## config.mk

```make
export PLATFORM = sky130hd
export DESIGN_NAME = mbrc_frame
export DESIGN_NICKNAME = d
export VERILOG_FILES = /design/src/mbrc_pkg.sv /design/src/mbrc_frame.sv
export SDC_FILE = /design/constraint.sdc
export NUM_CORES = 1
export LEC_CHECK = 0
export ABC_AREA = 1
export BUFFER_PORTS_ARGS = -buffer_cell sky130_fd_sc_hd__buf_4
export CORE_UTILIZATION = 45
export CTS_CLUSTER_DIAMETER = 120
export CTS_CLUSTER_SIZE = 20
export DETAILED_ROUTE_END_ITERATION = 7
export MAX_ROUTING_LAYER = met4
export PLACE_DENSITY_LB_ADDON = 0.2
export SLEW_MARGIN = 20
export SYNTH_ARGS = -nofsm -noshare
export SYNTH_HDL_FRONTEND = slang
export SYNTH_SLANG_ARGS = --single-unit
```

## constraint.sdc

```tcl
create_clock -name clk -period 4.1 [get_ports clk]
set_clock_uncertainty 0.1 [all_clocks]
set_input_delay 1.23 -clock clk [delete_from_list [all_inputs] [get_ports clk]]
set_output_delay 1.23 -clock clk [all_outputs]
set_load 0.01 [all_outputs]
```

## src/mbrc_pkg.sv

```systemverilog
package mbrc_pkg;

  // Protocol limits
  localparam logic [7:0]  MAX_UNIT  = 8'd247;
  localparam logic [7:0]  MAX_WORDS = 8'd125;
  localparam logic [15:0] CRC_INIT  = 16'hFFFF;
  localparam logic [15:0] CRC_POLY  = 16'hA001;
  localparam logic [8:0]  POS_MAX   = 9'd511;

  // Accepted function codes
  localparam logic [7:0] FC_READ_HOLDING = 8'd3;
  localparam logic [7:0] FC_READ_INPUT   = 8'd4;

  // Configuration register indexes
  localparam logic [1:0] REG_UNIT_ADDRESS  = 2'd0;
  localparam logic [1:0] REG_FUNCTION_CODE = 2'd1;
  localparam logic [1:0] REG_WORD_COUNT    = 2'd2;

  // Result kinds
  localparam logic KIND_DATA    = 1'b0;
  localparam logic KIND_VERDICT = 1'b1;

  typedef enum logic [2:0] {
    ST_OK        = 3'd0,
    ST_BAD_CFG   = 3'd1,
    ST_LENGTH    = 3'd2,
    ST_UNIT      = 3'd3,
    ST_FUNCTION  = 3'd4,
    ST_BYTE_CNT  = 3'd5,
    ST_CRC       = 3'd6
  } status_t;

  typedef struct packed {
    logic        valid;
    logic        kind;
    logic [15:0] data_word;
    logic [6:0]  word_index;
    status_t     status;
  } result_t;

  typedef struct packed {
    logic [7:0] unit_address;
    logic [7:0] function_code;
    logic [7:0] word_count;
  } cfg_t;

  // Reflected CRC-16 update over one byte, LSB first
  function automatic logic [15:0] crc16_byte(input logic [15:0] crc, input logic [7:0] b);
    logic [15:0] c;
    c = crc ^ {8'h00, b};
    for (int k = 0; k < 8; k++) begin
      c = c[0] ? ((c >> 1) ^ CRC_POLY) : (c >> 1);
    end
    return c;
  endfunction

endpackage

```

## src/mbrc_frame.sv

```systemverilog
// Frame tracker: header compare, CRC over delayed bytes, word assembly, verdict
module mbrc_frame (
  input  logic            clk,
  input  logic            rst_n,
  input  mbrc_pkg::cfg_t  cfg,
  input  logic            fire,
  input  logic [7:0]      rx_byte,
  input  logic            frame_end,
  output mbrc_pkg::result_t res
);
  import mbrc_pkg::*;

  logic [15:0] crc_r, crc_nxt;
  logic [8:0]  pos_r, pos_nxt;
  logic [7:0]  dly0_r, dly0_nxt;
  logic [7:0]  dly1_r, dly1_nxt;
  logic [7:0]  hi_r, hi_nxt;
  status_t     fault_r, fault_nxt;

  logic        cfg_ok;
  logic [8:0]  exp_bytes;
  logic [9:0]  exp_len;
  logic [9:0]  length;
  logic [8:0]  off;
  logic [15:0] crc_upd;

  // Register validity
  assign cfg_ok = (cfg.unit_address != 8'd0) && (cfg.unit_address <= MAX_UNIT) &&
                  ((cfg.function_code == FC_READ_HOLDING) ||
                   (cfg.function_code == FC_READ_INPUT)) &&
                  (cfg.word_count != 8'd0) && (cfg.word_count <= MAX_WORDS);

  assign exp_bytes = {cfg.word_count, 1'b0};
  assign exp_len   = {1'b0, exp_bytes} + 10'd5;
  assign length    = {1'b0, pos_r} + 10'd1;
  assign off       = pos_r - 9'd3;
  assign crc_upd   = crc16_byte(crc_r, dly1_r);

  always_comb begin
    res       = '0;
    res.status = ST_OK;
    crc_nxt   = crc_r;
    pos_nxt   = pos_r;
    dly0_nxt  = dly0_r;
    dly1_nxt  = dly1_r;
    hi_nxt    = hi_r;
    fault_nxt = fault_r;

    // First header fault in byte order
    if (fault_r == ST_OK) begin
      if (pos_r == 9'd0 && rx_byte != cfg.unit_address) begin
        fault_nxt = ST_UNIT;
      end else if (pos_r == 9'd1 && rx_byte != cfg.function_code) begin
        fault_nxt = ST_FUNCTION;
      end else if (pos_r == 9'd2 && {1'b0, rx_byte} != exp_bytes) begin
        fault_nxt = ST_BYTE_CNT;
      end
    end

    // CRC runs two bytes behind so the trailer is left out
    if (pos_r >= 9'd2) begin
      crc_nxt = crc_upd;
    end

    if (frame_end) begin
      res.valid = 1'b1;
      res.kind  = KIND_VERDICT;
      if (!cfg_ok) begin
        res.status = ST_BAD_CFG;
      end else if (length != exp_len) begin
        res.status = ST_LENGTH;
      end else if (fault_nxt != ST_OK) begin
        res.status = fault_nxt;
      end else if (dly0_r != crc_nxt[7:0] || rx_byte != crc_nxt[15:8]) begin
        res.status = ST_CRC;
      end
      // Back to idle frame state
      crc_nxt   = CRC_INIT;
      pos_nxt   = '0;
      dly0_nxt  = '0;
      dly1_nxt  = '0;
      hi_nxt    = '0;
      fault_nxt = ST_OK;
    end else begin
      // Data area: high byte held, word emitted on the low byte
      if (cfg_ok && pos_r >= 9'd3) begin
        if (!off[0]) begin
          hi_nxt = rx_byte;
        end else if (off[8:1] < cfg.word_count) begin
          res.valid      = 1'b1;
          res.kind       = KIND_DATA;
          res.data_word  = {hi_r, rx_byte};
          res.word_index = off[7:1];
        end
      end
      dly1_nxt = dly0_r;
      dly0_nxt = rx_byte;
      if (pos_r < POS_MAX) begin
        pos_nxt = pos_r + 9'd1;
      end
    end
  end

  always_ff @(posedge clk) begin
    if (!rst_n) begin
      crc_r   <= CRC_INIT;
      pos_r   <= '0;
      dly0_r  <= '0;
      dly1_r  <= '0;
      hi_r    <= '0;
      fault_r <= ST_OK;
    end else if (fire) begin
      crc_r   <= crc_nxt;
      pos_r   <= pos_nxt;
      dly0_r  <= dly0_nxt;
      dly1_r  <= dly1_nxt;
      hi_r    <= hi_nxt;
      fault_r <= fault_nxt;
    end
  end

endmodule
```

==> key figures, run 1 <==
Placement
  – Placed Instances: ~1,000
  – PortBufs: 63
  – Final HPWL DP: 11,320 um
  – Gpl congestion: 0.9532

Finish
  – Area growth syn-to-layout: 34.41%
  – Register area: between 1000 and 1500 um2
  – Ant. Diodes: 0
  – Filler cells: approximately 930
  – Post-layout nets: slightly above 900
  – Final std cells w/o fill: between 1,000 and 1,500
  – Layout cell share with drive strength beyond 1: 26.75%
  – Multi-input gate area: 3158 um2
  – Most common cell after layout, fill and taps aside: nand2_1
  – Commonest cells after routing, fill and taps aside: nand2_1, buf_4, inv_1

Global route
  – Vias in the first global route: 4,807
  – Initial antenna violation count: 0
  – GRT Util Overall: between 30% and 40%
  – Largest net degree at the start of global routing: 31
  – Global route overflow: 0
  – Global-route wire length before repair: around 23,000 um

Route
  – First-pass DRT Iterations: 5
  – Via Count: 5,264
  – WL/cell: roughly 15 um
  – Final WL: between 10,000 and 15,000 um
  – DRC violations left: 0
  – Initial DRC count: ~260
  – Post-route ant nets: 0
  – Routed vias/inst: a little over 5

Setup path
  – CP max stage delay: about 0.35 ns
  – CP startpoint: cfg[11]
  – Startpoint Class: primary input
  – Critical path cell sequence: buf_8, nor2_4, nand3_2, nor3_2, nand4_1, nor3b_2, o21ai_2, a311oi_4, nand2_4, buf_8, nor2_2, buf_4
  – Worst path slowest cell: a311oi_4
  – WS Path Type: in2out
  – Crit end category: primary output
  – Worst EP arrival: between 3 and 4 ns
  – Crit path required time: 2.77 ns
  – Largest fanout on the critical path: 6
  – FF-to-FF Start: pos_r[5]
  – CP most frequent cell: buf_8

Hold path
  – Worst Hold Launch: dly1_r[5]
  – Hold Crit Class: reg2reg

Clocking
  – Hold Buf Count CTS: 0
  – Reg clk slew, reported paths: roughly 0.11 ns
  – Clk sinks: between 50 and 60
  – H-tree Lvls: 2
  – Clock Latency Late Sink: between 0.3 and 0.4 ns
  – Longest Clk Path Bufs: 2
  – Total clock buffers created by CTS: 5
  – Clock Root Buffer: clkbuf_8
  – CTS tree: done

Synth
  – Area share of the largest cell type after synthesis: 23.26%
  – Adder-cell share of the synthesized area: around 3.6%
  – Total of warnings raised by yosys: 0
  – Net Count, Synth: between 800 and 900
  – Syn avg cell area: a little under 6 um2
  – Post-Syn Area: 4476 um2
  – Mux share of post-synthesis cell area: 0%
  – #FFs+latches synth: 52
  – Post-Synth XOR/XNOR Area: 5.871%
  – Synth cell types: between 40 and 50
  – Post-synthesis compound-gate area fraction: 13.20%
  – Post-Syn Instances: 768
  – Sequential cell area fraction in the yosys report: between 20% and 30%
  – Main area contributors after synthesis: dfxtp_1, nand2_1, inv_1
  – Ys flop type: dfxtp_1
  – Largest family of logic cells by synthesized area: simple AND/OR/NAND/NOR gates
  – Post-Synth Simple-Gate Area: between 40% and 50%
  – EDFF count, synth: 0
  – Top cell type by total area after synthesis: dfxtp_1
  – Ys async rst share: 0%

STA
  – Worst setup margin: -0.3507 ns
  – Fmax: 0.2247 GHz
  – Final worst path period share: 108.6%
  – Fin crit period: around 4.5 ns
  – RSZ-0062 raised after global routing: yes
  – Final Hold Viols: 0
  – Slew Limit Fails: 0
  – Final setup violation count: 27
  – Worst-margin pin slew: ~1.0 ns
  – TNS Setup: -7.700 ns
  – Rel. slew slack: 30.26%

Pwr
  – Maximum VDD drop: 176.6 uV
  – Leakage power: 3.022 nW
  – Power Dens Cells: 200.2 nW/um2
  – Total power: between 0.001 and 0.0015 W

Floorplanning
  – Initial core utilization: 46.21%
  – Site Rows: 36
  – Die width: roughly 100 um
  – Core ar.: 9684 um2
  – DIE HEIGHT: just over 100 um
  – Die Area: ~10,000 um2
  – Io pins: between 60 and 70

Outcome
  – Failing checks: negative setup slack
  – Status: finished with violations

Job
  – Max-Cap Viols: 0
-- registers in the layout, indices dropped and copies added (netlist names) --
name / count
crc_r: 16
pos_r: 9
dly0_r: 8
dly1_r: 8
hi_r: 8
fault_r: 3
-- synthesized netlist by cell type (5+ instances only) --
library cell and instances:
nand2_1 272, inv_1 105, nor2_1 67, dfxtp_1 52
a21oi_1 45, nand3_1 45, o21ai_0 37, xor2_1 17
clkbuf_1 14, ha_1 13, xnor2_1 13, nand2_2 12
o22ai_1 9, nand4_1 8, inv_2 5
-- critical path: cells and delay by family --
family	cells	cell delay [ns]
buffers and inverters	3	0.42
AOI/OAI and AO/OA	2	0.49
and+or+nand+nor	7	0.98
-- power breakdown --
part / leakage, nW / switching (W) / internal, W / total [W]
registers: 0.425 / 0.0000148 / 0.000523 / 0.000537
clock network: 0.0414 / 0.000185 / 0.000122 / 0.000307
logic: 2.56 / 0.000211 / 0.000148 / 0.000359
total: 3.02 / 0.000411 / 0.000793 / 0.00120
-- final cells by class --
cell class	count	share of cell area [%]
Clock buffer	6	1.206
Clock inverter	2	0.2704
Multi-Input combinational cell	581	52.50
Inverter	110	6.988
Tap cell	133	2.766
Sequential cell	52	17.33
Timing Repair Buffer	135	18.95
-- repair_timing --
item,CTS,global route
resized for setup,54,64
buffers inserted,1,9
endpoints found under the setup margin,27,27
pin swaps,14,15
cloned,1,0
-- per-layer routing --
layer / vias to the layer above / track usage (%) / share of wire (%)
met4: 0 / 6.466 / 1.9
met3: 29 / 4.003 / 5.8
li1: 2644 / - / -
met5: - / - / 0
met2: 188 / 50.16 / 48
met1: 2403 / 38.78 / 45
-- cell families after synthesis --
| kind of cell | Yosys count |
|---|---|
| adder cells (fa/ha/maj) | 13 |
| AO/OA/AOI/OAI | 106 |
| XOR/XNOR | 30 |
| buffers and inverters | 135 |
| AND/OR/NAND/NOR | 432 |
| flip-flops | 52 |
-- metrics by stage --
stage / hold slack [ns] / setup WS, ns / utilization, % / instance area, um2
floorplan: 0.3430 / -0.01090 / - / 4476
global placement: 0.3545 / -0.2480 / 56.12 / 5435
detailed placement: 0.3703 / -0.4239 / 56.12 / 5435
CTS: 0.3866 / -0.2739 / 59.12 / 5725
global route: 0.4139 / -0.4700 / 62.12 / 6016
finish: 0.3873 / -0.3507 / 62.12 / 6016
-- worst paths after layout --
| check | endpoint | slack, ns | cells past startpoint |
|---|---|---|---|
| max | res[7] | -0.35 | 12 |
| min | dly1_r[5] | 0.39 | 2 |
| min reg2reg | dly1_r[5] | 0.39 | 2 |
| max reg2reg | hi_r[2] | 1.41 | 14 |
Power figures use the tool's default switching activity.
==> run 2: changes to the inputs <==
--- a/config.mk
+++ b/config.mk
@@ -5,7 +5,6 @@
 export SDC_FILE = /design/constraint.sdc
 export NUM_CORES = 1
 export LEC_CHECK = 0
-export ABC_AREA = 1
 export BUFFER_PORTS_ARGS = -buffer_cell sky130_fd_sc_hd__buf_4
 export CORE_UTILIZATION = 45
 export CTS_CLUSTER_DIAMETER = 120
==> run 2 against run 1 <==
The flow still finishes with violations (negative setup slack); maximum frequency decreased by 7.4%; critical path depth increased by 2; worst setup slack got worse by 0.36 ns; via count decreased by 25%; non-clock buffer count increased by 1; sequential cell count unchanged; cell count decreased by 29%; clock-buffer cell count decreased by 1; utilization increased by 3.8 points.
==> key figures, run 2 <==
Outcome
  – Status: finished with violations (unchanged)
  – Failing checks: negative setup slack (unchanged)

Synth
  – Ys async rst share: 0% (unchanged)
  – Most numerous cell in the Yosys netlist: xnor2_1 (was nand2_1)
  – #FFs+latches synth: 52 (unchanged)
  – Main area contributors after synthesis: dfxtp_1, xnor2_1, mux2i_1 (was dfxtp_1, nand2_1, inv_1)
  – Total of warnings raised by yosys: 0 (unchanged)
  – Post-Syn Instances: 510 (was 768)
  – Top cell type by total area after synthesis: dfxtp_1 (unchanged)
  – Synth cell types: 51 (was 44)
  – Post-synth top cells: xnor2_1, dfxtp_1, nand2_1, clkbuf_1 (was nand2_1, inv_1, nor2_1, dfxtp_1)
  – Net Count, Synth: 559 (was 817)
  – Ys flop type: dfxtp_1 (unchanged)
  – EDFF count, synth: 0 (unchanged)
  – Sequential cell area fraction in the yosys report: 25.47% (was 23.26%)
  – Area share of the largest cell type after synthesis: 25.47% (was 23.26%)
  – Post-Syn Area: 4088 um2 (was 4476 um2)
  – Syn avg cell area: 8.015 um2 (was 5.828 um2)

Finish
  – Biggest registers after layout: crc_r x16, pos_r x9 (unchanged)
  – Area growth syn-to-layout: 41.23% (was 34.41%)
  – Post-layout nets: 662 (was 934)
  – Commonest cells after routing, fill and taps aside: buf_4, xnor2_1, dfxtp_1 (was nand2_1, buf_4, inv_1)
  – Finished Core Util: 65.88% (was 62.12%)
  – Most common cell after layout, fill and taps aside: buf_4 (was nand2_1)
  – Final instance area: 5773 um2 (was 6016 um2)
  – Number of flip-flops in the largest register: 16 (unchanged)
  – Filler cells: 702 (was 932)
  – Reg with most FFs: crc_r (unchanged)
  – Ant. Diodes: 0 (unchanged)
  – Register area: 1049 um2 (was 1042 um2)
  – Multi-input gate area: 3246 um2 (was 3158 um2)
  – Layout cell share with drive strength beyond 1: 33.55% (was 26.75%)

Setup path
  – Worst path slowest cell: clkbuf_16 (was a311oi_4)
  – WS Path Type: in2out (unchanged)
  – Worst EP arrival: 3.48 ns (was 3.12 ns)
  – Largest fanout on the critical path: 7 (was 6)
  – CP most frequent cell: o21a_1 (was buf_8)
  – R2R Setup Slk: 1.34 ns (was 1.41 ns)
  – Crit path required time: 2.77 ns (about the same)
  – Startpoint Class: primary input (unchanged)
  – CP max stage delay: 0.25 ns (was 0.35 ns)
  – CP Depth: 14 (was 12)
  – R2R Path End: hi_r[6] (was hi_r[2])
  – WP buf/inv: 4 (was 3)
  – FF-to-FF Start: pos_r[2] (was pos_r[5])
  – Critical path cell sequence: buf_8, inv_4, ha_4, nor2b_4, o21a_1, o21a_1, o21a_1, o21a_1, o21a_1, o21ai_2, o2111ai_4, clkbuf_16, nor2b_1, buf_4 (was buf_8, nor2_4, nand3_2, nor3_2, nand4_1, nor3b_2, o21ai_2, a311oi_4, nand2_4, buf_8, nor2_2, buf_4)
  – Crit end category: primary output (unchanged)
  – Logic depth of the worst register-to-register path: 12 (was 14)
  – Worst path top cell family by delay: compound AO/OA/AOI/OAI gates (was simple AND/OR/NAND/NOR gates)

Route
  – Post-route ant nets: 0 (unchanged)
  – DRC violations left: 0 (unchanged)
  – Initial DRC count: 117 (was 255)
  – Final WL: 11,880 um (was 14,980 um)
  – Routed vias/inst: 5.436 (was 5.166)
  – First-pass DRT Iterations: 4 (was 5)
  – Via Count: 3,925 (was 5,264)
  – WL/cell: 16.46 um (was 14.70 um)

STA
  – TNS Setup: -16.30 ns (was -7.700 ns)
  – Hold WS: 0.4133 ns (was 0.3873 ns)
  – Worst-margin pin slew: 0.7212 ns (was 1.045 ns)
  – Final worst path period share: 117.2% (was 108.6%)
  – Worst setup margin: -0.7065 ns (was -0.3507 ns)
  – Rel. slew slack: 51.82% (was 30.26%)
  – Final Hold Viols: 0 (unchanged)
  – RSZ-0062 raised after global routing: yes (unchanged)
  – Fin crit period: 4.807 ns (was 4.451 ns)
  – Slew Limit Fails: 0 (unchanged)
  – Fmax: 0.2081 GHz (was 0.2247 GHz)
  – Final setup violation count: 27 (unchanged)

Floorplanning
  – Site Rows: 34 (was 36)
  – DIE HEIGHT: 97.31 um (was 101.7 um)
  – Die width: 97.31 um (was 101.7 um)
  – Die Area: 9469 um2 (was 10,350 um2)
  – Core ar.: 8763 um2 (was 9684 um2)
  – Initial core utilization: 46.64% (was 46.21%)
  – Io pins: 64 (unchanged)

Pwr
  – Clock share of power: 27.1% (was 25.5%)
  – Comb pwr share: 27.4% (was 29.8%)
  – Leakage power: 2.372 nW (was 3.022 nW)
  – Pint: 0.0007998 W (was 0.0007927 W)
  – NetSw: 0.0003575 W (was 0.0004114 W)
  – Sequential share of power: 45.5% (was 44.6%)
  – Switching Fraction: 30.89% (was 34.17%)
  – Maximum VDD drop: 166.3 uV (was 176.6 uV)
  – Total power: 0.001157 W (was 0.001204 W)
  – Power Dens Cells: 200.5 nW/um2 (was 200.2 nW/um2)

Clocking
  – Clk sinks: 52 (unchanged)
  – CTS tree: done (unchanged)
  – Total clock buffers created by CTS: 5 (unchanged)
  – Clock Root Buffer: clkbuf_8 (unchanged)
  – H-tree Lvls: 2 (unchanged)
  – Reg clk slew, reported paths: 0.09 ns (was 0.11 ns)
  – Clock Latency Late Sink: 0.32 ns (about the same)
  – Hold Buf Count CTS: 0 (unchanged)
  – Longest Clk Path Bufs: 2 (unchanged)

Placement
  – Post-place instance area: 5266 um2 (was 5435 um2)
  – Gpl congestion: 0.8882 (was 0.9532)
  – PortBufs: 63 (unchanged)
  – Final HPWL DP: 8726 um (was 11,320 um)

Job
  – Max-Cap Viols: 0 (unchanged)

Global route
  – Global route overflow: 0 (unchanged)
  – Global-route wire length before repair: 18,910 um (was 23,390 um)
  – GRT Util Overall: 25.42% (was 30.14%)
  – Vias in the first global route: 3,908 (was 4,807)
  – Initial antenna violation count: 0 (unchanged)
  – Largest net degree at the start of global routing: 40 (was 31)

Hold path
  – Worst Hold Depth: 2 (unchanged)
  – Hold Crit Class: reg2reg (unchanged)
  – Hold EP: dly1_r[7] (was dly1_r[5])
  – Worst Hold Launch: dly1_r[7] (was dly1_r[5])
## run 2: changes by cell type in the layout (fill, tap and decap cells not counted), moves of 19 or more
cell,delta
inv_1,-76
a21oi_1,-27
o21ai_0,-21
nand2_1,-229
nor2_4,-19
nor2b_1,+25
mux2i_1,+25
nand3_1,-30
xnor2_1,+40
## run 2: per-stage QoR
| stage | std cells | worst slack (ns) |
|---|---|---|
| floorplan | 510 | -0.6212 |
| global placement | 705 | -0.7114 |
| detailed placement | 705 | -0.7511 |
| CTS | 716 | -0.6716 |
| global route | 722 | -0.8019 |
| finish | 722 | -0.7065 |
## run 2: per-layer routing
| metal | up-vias | track usage (%) | wire length (um) |
|---|---|---|---|
| met2 | 92 | 44.69 | 5983 |
| met5 | - | - | 0 |
| li1 | 1962 | - | - |
| met1 | 1854 | 30.19 | 5190 |
| met4 | 0 | 8.824 | 218 |
| met3 | 17 | 2.734 | 488 |
## run 2: area by class of cell
type / instances / area share, %
Clock buffer: 5 / 1.192
Tap cell: 108 / 2.341
Clock inverter: 3 / 0.4768
Sequential cell: 52 / 18.16
Timing Repair Buffer: 136 / 20.33
Inverter: 19 / 1.279
Multi-Input combinational cell: 399 / 56.22
## run 2: what timing repair did
item                                    4_1_cts  5_1_grt
setup buffers                                 3        4
gates cloned                                  0        2
gates resized for setup                      30       34
endpoints found under the hold margin         0        0
pin swaps                                    10       14
endpoints found under the setup margin       27       27
## run 2: how the worst max path moves through the flow
| stage | from | end | slack [ns] |
|---|---|---|---|
| floorplan | cfg[1] | res[18] | -0.62 |
| global placement | cfg[1] | res[4] | -0.71 |
| detailed placement | cfg[1] | res[4] | -0.75 |
| CTS | cfg[1] | res[20] | -0.67 |
| global route | cfg[1] | res[19] | -0.80 |
| finish | cfg[1] | res[11] | -0.71 |
## run 2: cell families (layout without fill, tap and decap cells)
family / after synthesis / count (layout) / share of synthesized area, %
DFF: 52 / 52 / 25.47
buffers and inverters: 59 / 163 / 5.632
muxes: 27 / 27 / 6.612
xor gates and xnor gates: 83 / 83 / 19.96
and+or+nand+nor: 192 / 192 / 25.65
AOI/OAI and AO/OA: 84 / 84 / 12.70
adders and majority gates: 13 / 13 / 3.979
## run 2: power by group through the flow
stage / Combinational [W] / Sequential (W) / Clock, W
3_5_place_dp: 0.000285 / 0.000539 / 0
6_report: 0.000317 / 0.000527 / 0.000314
4_1_cts: 0.000302 / 0.000527 / 0.000327
3_3_place_gp: 0.000281 / 0.000538 / 0
5_1_grt: 0.000340 / 0.000529 / 0.000345
2_1_floorplan: 0.000178 / 0.000536 / 0
## run 2: worst reg2reg max path, cell delays in order (launching register included)
cell	delay [ns]
dfxtp_4	0.36
buf_6	0.12
nor4_4	0.39
buf_4	0.18
buf_4	0.10
nand2_1	0.04
or2_0	0.21
buf_4	0.18
o311a_1	0.31
o21ai_2	0.18
buf_4	0.22
mux2i_1	0.21
nor2b_1	0.06
